## config.mk

```make
export PLATFORM = sky130hd
export DESIGN_NAME = aabb_row_mem
export DESIGN_NICKNAME = d
export VERILOG_FILES = /design/src/rtl/aabb_pkg.sv /design/src/rtl/aabb_row_mem.sv
export SDC_FILE = /design/constraint.sdc
export NUM_CORES = 2
export LEC_CHECK = 0
export BUFFER_PORTS_ARGS = -buffer_cell sky130_fd_sc_hd__clkbuf_2
export CORE_AREA = 4 4 813 573
export DETAILED_ROUTE_END_ITERATION = 16
export DIE_AREA = 0 0 817 577
export GPL_TIMING_DRIVEN = 0
export MAX_ROUTING_LAYER = met4
export SYNTH_ARGS = -nofsm -noshare
export SYNTH_HDL_FRONTEND = slang
export SYNTH_SLANG_ARGS = --single-unit
export TNS_END_PERCENT = 100
```

## constraint.sdc

```tcl
create_clock -name clk_i -period 4.03 [get_ports clk_i]
set_clock_uncertainty 0.05 [all_clocks]
set_input_delay 0.806 -clock clk_i [delete_from_list [all_inputs] [get_ports clk_i]]
set_output_delay 0.806 -clock clk_i [all_outputs]
set_load 0.005 [all_outputs]
```

## src/rtl/aabb_pkg.sv

```systemverilog
// Shared types and constants of the AABB broad-phase overlap tracker.
package aabb_pkg;

  localparam int unsigned ID_BITS        = 6;
  localparam int unsigned CMD_BITS       = 2;
  localparam int unsigned TOTAL_BITS     = 11;
  localparam int unsigned OUT_DATA_W     = 16;
  localparam int unsigned DEF_MAX_BOXES  = 64;
  localparam int unsigned DEF_COORD_BITS = 16;

  typedef enum logic [CMD_BITS-1:0] {
    CMD_INSERT = 2'd0,
    CMD_UPDATE = 2'd1,
    CMD_QUERY  = 2'd2
  } cmd_e;

  typedef enum logic [1:0] {
    ST_OK      = 2'd0,
    ST_PRESENT = 2'd1,
    ST_ABSENT  = 2'd2
  } status_e;

  typedef enum logic [2:0] {
    S_IDLE,
    S_SCAN,
    S_DRAIN,
    S_ROW,
    S_QUERY,
    S_DONE
  } state_e;

endpackage

```

## src/rtl/aabb_row_mem.sv

```systemverilog
// Overlap matrix row memory; per-row valid bits make unwritten rows read as zero.
module aabb_row_mem #(
  parameter int unsigned MAX_BOXES = aabb_pkg::DEF_MAX_BOXES
) (
  input  logic                            clk_i,
  input  logic                            rst_ni,
  input  logic                            we_i,
  input  logic [$clog2(MAX_BOXES)-1:0]    waddr_i,
  input  logic [MAX_BOXES-1:0]            wdata_i,
  input  logic                            re_i,
  input  logic [$clog2(MAX_BOXES)-1:0]    raddr_i,
  output logic [MAX_BOXES-1:0]            rdata_o
);

  logic [MAX_BOXES-1:0] mem_q [MAX_BOXES];
  logic [MAX_BOXES-1:0] rd_q;
  logic [MAX_BOXES-1:0] valid_q;
  logic                 rd_valid_q;

  always_ff @(posedge clk_i) begin
    if (we_i) begin
      mem_q[waddr_i] <= wdata_i;
    end
  end

  always_ff @(posedge clk_i) begin
    if (re_i) begin
      rd_q <= mem_q[raddr_i];
    end
  end

  always_ff @(posedge clk_i or negedge rst_ni) begin
    if (!rst_ni) begin
      valid_q    <= '0;
      rd_valid_q <= 1'b0;
    end else begin
      if (we_i) begin
        valid_q[waddr_i] <= 1'b1;
      end
      if (re_i) begin
        rd_valid_q <= valid_q[raddr_i];
      end
    end
  end

  assign rdata_o = rd_valid_q ? rd_q : '0;

endmodule

```

After elaboration in Yosys (flattened, before gate mapping)
Memory sizes are Yosys's and may differ from the RTL's. A register that Yosys moved wholly into a read port is not among the register bits.
Cells that the tools add are included.
Widths: inputs -> output; s select.

storage, ports and cells
  register bits after elaboration = 65
  RAM bits = 4,096
  input port bits = 80
  output and inout bits = 64
  word-level logic and storage cells = 15
  memories = 1

memories
  name   words  bits a word  read ports  clocked after memory_dff  write ports  line                text
  mem_q  64     64           1           1                         1            aabb_row_mem.sv:15  logic [MAX_BOXES-1:0] mem_q [MAX_BOXES];

operators by class
  $lt $le $gt $ge = 3
  mux-type cells = 7
  bitwise gates (word level) = 1
  reductions and logical operators = 1

operator list
  operator            count
  $mux 64             1
  $or 64x64->64       1
  $lt 6x7->1 const B  2
  $bmux 1 s6          1
  $demux 1 s6         1
  $ge 6x1->1 const B  1
  $mux 1              4
  $logic_and 1x1->1   1

Longest topological paths before layout
  depth in word-level cells = 5
  depth in mapped cells = 9

Least setup slack after synthesis
OpenSTA, ideal clock, no wires.

  kind = input port to flip-flop
  start point = input port waddr_i[3]
  end point = register valid_q[48]
  arrival time = 6.342 ns
  required time = 3.888 ns
  path slack = -2.454 ns
  cell stages on the path = 5
  path buffers = 1
  cells stage by stage = clkbuf_1 > nand4b_1 > or2_2 > nor3_1 > or2_2

between the ends
  word-level cells in the longest chain between the ends = 5

RTL lines
  item                                                            line                text
  from (decl)                                                     aabb_row_mem.sv:8   input logic [$clog2(MAX_BOXES)-1:0] waddr_i,
  $lt 6x7->1 (implied by the code) or $ge 6x1->1 (tied branches)  aabb_row_mem.sv:38  valid_q[waddr_i] <= 1'b1;
  $logic_and 1x1->1 (implied by the code)                         aabb_row_mem.sv:38
  $mux 1 (implied by the code)                                    aabb_row_mem.sv:38
  $demux 1 s6 *                                                   aabb_row_mem.sv:38
  $or 64x64->64 (no line) *                                       -
  to (signal assigned)                                            aabb_row_mem.sv:34  valid_q <= '0;
  to (signal, indexed assignment)                                 aabb_row_mem.sv:38
  to (decl)                                                       aabb_row_mem.sv:17  logic [MAX_BOXES-1:0] valid_q;

Mark *: on every way between the ends. The rest lies on a longest branch, timed or not.
A chain may end at the register's enable or synchronous reset.

==> run metrics <==
Final Total Pwr=90.28 mW; Starting Density=0.3492; Primary FF master, synth=edfxtp_1; R2R Setup Slk=1140 ps; Crit. End Element=flop; clk slew on worst S/H paths=60 ps; DP HPWL=301000 um; list of most frequent post-synthesis cells=4160 x edfxtp_1, 1289 x mux4_2, 182 x clkbuf_1, 132 x a22oi_1, 111 x buf_2; cell leakage power=57.10 nW; Mapped Area=159800 sq um; asr flop ratio synth=0.01538; Via density=5.450; drt pass-1 iters=6; critical path class=in2reg; Synth-to-Final Area Change=16.10%; Yosys top cell area share=0.7819; Hold WS=211.2 ps; final WL=420900 um; critical path startpoint category=input port; min-delay src=raddr_i[3]; # rows=208; CP max FO=16; Syn Area/Cell=25.32 sq um; Seq cells post-synth=4225; CTS Buf Count=394; starting DRC count in detailed routing=10.79k; Clock Path Buffers=4; maximum vdd drop=0.3662 mV; period utilization=0.9960; Total GRT Usage=0.1810; cell count after synthesis=6310; Crit path required time=4620 ps; CTS tree=yes; Register Area=126500 sq um; Area after DPL=172900 sq um; die area=471400 sq um; max_cap viols=1; Final Max Slew Viols=11; Worst Hold End=rd_valid_q; share of cells above drive strength 1=0.3367; GPL Wtd Cong=0.8058; Multi-input gate area=32300 sq um; clk root buf=clkbuf_16; reg-to-reg startpoint=mem_q[36][23]; fmax=249.1 MHz; R2R depth=4; Post-Place Cells=12.73k; global-route wire length before repair=584200 um; I/O pins=144; Setup Buffers After CTS=0; Overflow after GRT=0; arrival time worst endpoint=4600 ps; Clock Latency Late Sink=920 ps; Tmin final=4014 ps; Mapped Nets=6390; Nets=7114; number of synthesized flops with an enable pin=4160; # fillers=39.10k; Final Cell Area=185500 sq um; core area=457500 sq um; Routed wire per std cell=31.24 um; sequential area share after synthesis=0.7920; vias in the first global route=72.76k; leading post-synthesis cells by cell area=edfxtp_1 78%, mux4_2 18%, dfrtp_1 1.0%, a22oi_1 0.62%, clkbuf_1 0.43%; clock sink total=4225; largest net degree at the start of global routing=66; initial antenna violation count=55; DRC=0; post-synthesis cell type count=29; Yosys top cell by area=edfxtp_1; worst reg2reg path endpoint=rd_q[23]; number of setup violations in the final report=0; Hold Vio Cnt, Final=0; setup TNS=0 ps; most common cell in the netlist=edfxtp_1; Power Density=486.7 nW/um^2; Hold Crit Depth=2; via count=73.42k; Slew @ Worst Pin=1540 ps; Slew HR=-0.02634; CTS H-Tree Depth=5; status=finished with violations; Post-DRT Antenna Nets=0; DIE WIDTH=817 um; Die Y-Extent=577 um; Hold Crit Class=in2reg; PortBufs=133; Final Non-Filler Cells=13.47k; failing checks=max-capacitance violations, max-slew violations; Ys Warns=0
repair_timing:
action,4_1_cts,5_1_grt
resized for setup,18,20
endpoints found under the hold margin,65,0
endpoints found under the setup margin,42,28
pin swaps,0,0
hold buffers,1,0
sequential cells by signal (all words and copies together) (netlist names):
signal and count:
mem_q 4096, rd_q 64, rd_valid_q 1, valid_q 64
critical path, stage by stage:
cell      delay (ps)
clkbuf_1         140
clkbuf_2         560
buf_12           340
clkbuf_1        1060
mux4_2           420
mux4_2           460
a22oi_1          540
nand2_1          240
where the power goes:
part	leakage [nW]	internal (mW)	switching (mW)	total (mW)
clock	6.08	20.4	16.0	36.4
combinational	12.7	1.87	3.05	4.92
sequential	38.3	48.8	0.148	48.9
worst max-delay path by stage:
stage / from / endpoint / slack (ps)
after detailed placement: raddr_i[0] / rd_q[5] / -1250
after global routing: raddr_i[2] / rd_q[9] / -1
final: raddr_i[2] / rd_q[37] / 20
after CTS: raddr_i[1] / rd_q[12] / 2
after floorplan: waddr_i[3] / mem_q[10][0] / -840
after global placement: waddr_i[2] / valid_q[29] / -5420
area by class of cell:
type,instances,area share
sequential,4225,0.6822
multi-input combinational,1748,0.1741
clock buffer,480,0.05524
tap,6090,0.04108
timing repair buffer,335,0.02705
clock inverter,232,0.01175
buffer,327,0.008054
antenna,32,0.0004317
inverter,3,0.00006071
routing by layer:
metal / track usage / share of wire
met3: 0.05549 / 0.12
met4: 0.05281 / 0.034
met2: 0.2591 / 0.44
met1: 0.2502 / 0.41
met5: - / 0
cell families (layout without fill, tap and decap cells):
kind of cell | Yosys count | after routing | synth area share
DFF | 4225 | 4225 | 0.7920
muxes | 1309 | 1309 | 0.1830
buffers and inverters | 337 | 1377 | 0.008998
and+or+nand+nor | 300 | 300 | 0.009476
AOI/OAI and AO/OA | 139 | 139 | 0.006531
other | 0 | 32 | 0
through the flow:
step	worst slack, ps	utilization
global route	-1.060	0.4053
global placement	-5417	0.3674
floorplan	-841.2	-
CTS	2.098	0.4052
finish	16.16	0.4054
detailed placement	-1248	0.3779
cells in the final DEF, fill, tap and decap left out, drive strengths merged, types with 2 or more instances in the layout:
master and n:
nand2 74, diode 32, nor2 68, inv 14
edfxtp 4160, nor3 2, a311oi 2, or2 65
clkinv 172, nand3 10, bufinv 35, and2 65
nand2b 3, a31oi 2, mux2i 20, dfrtp 65
buf 349, mux4 1289, a22oi 132, nor2b 7
clkbuf 791, nand3b 2, clkinvlp 14
Note: power is estimated with default switching activity, not from simulation.
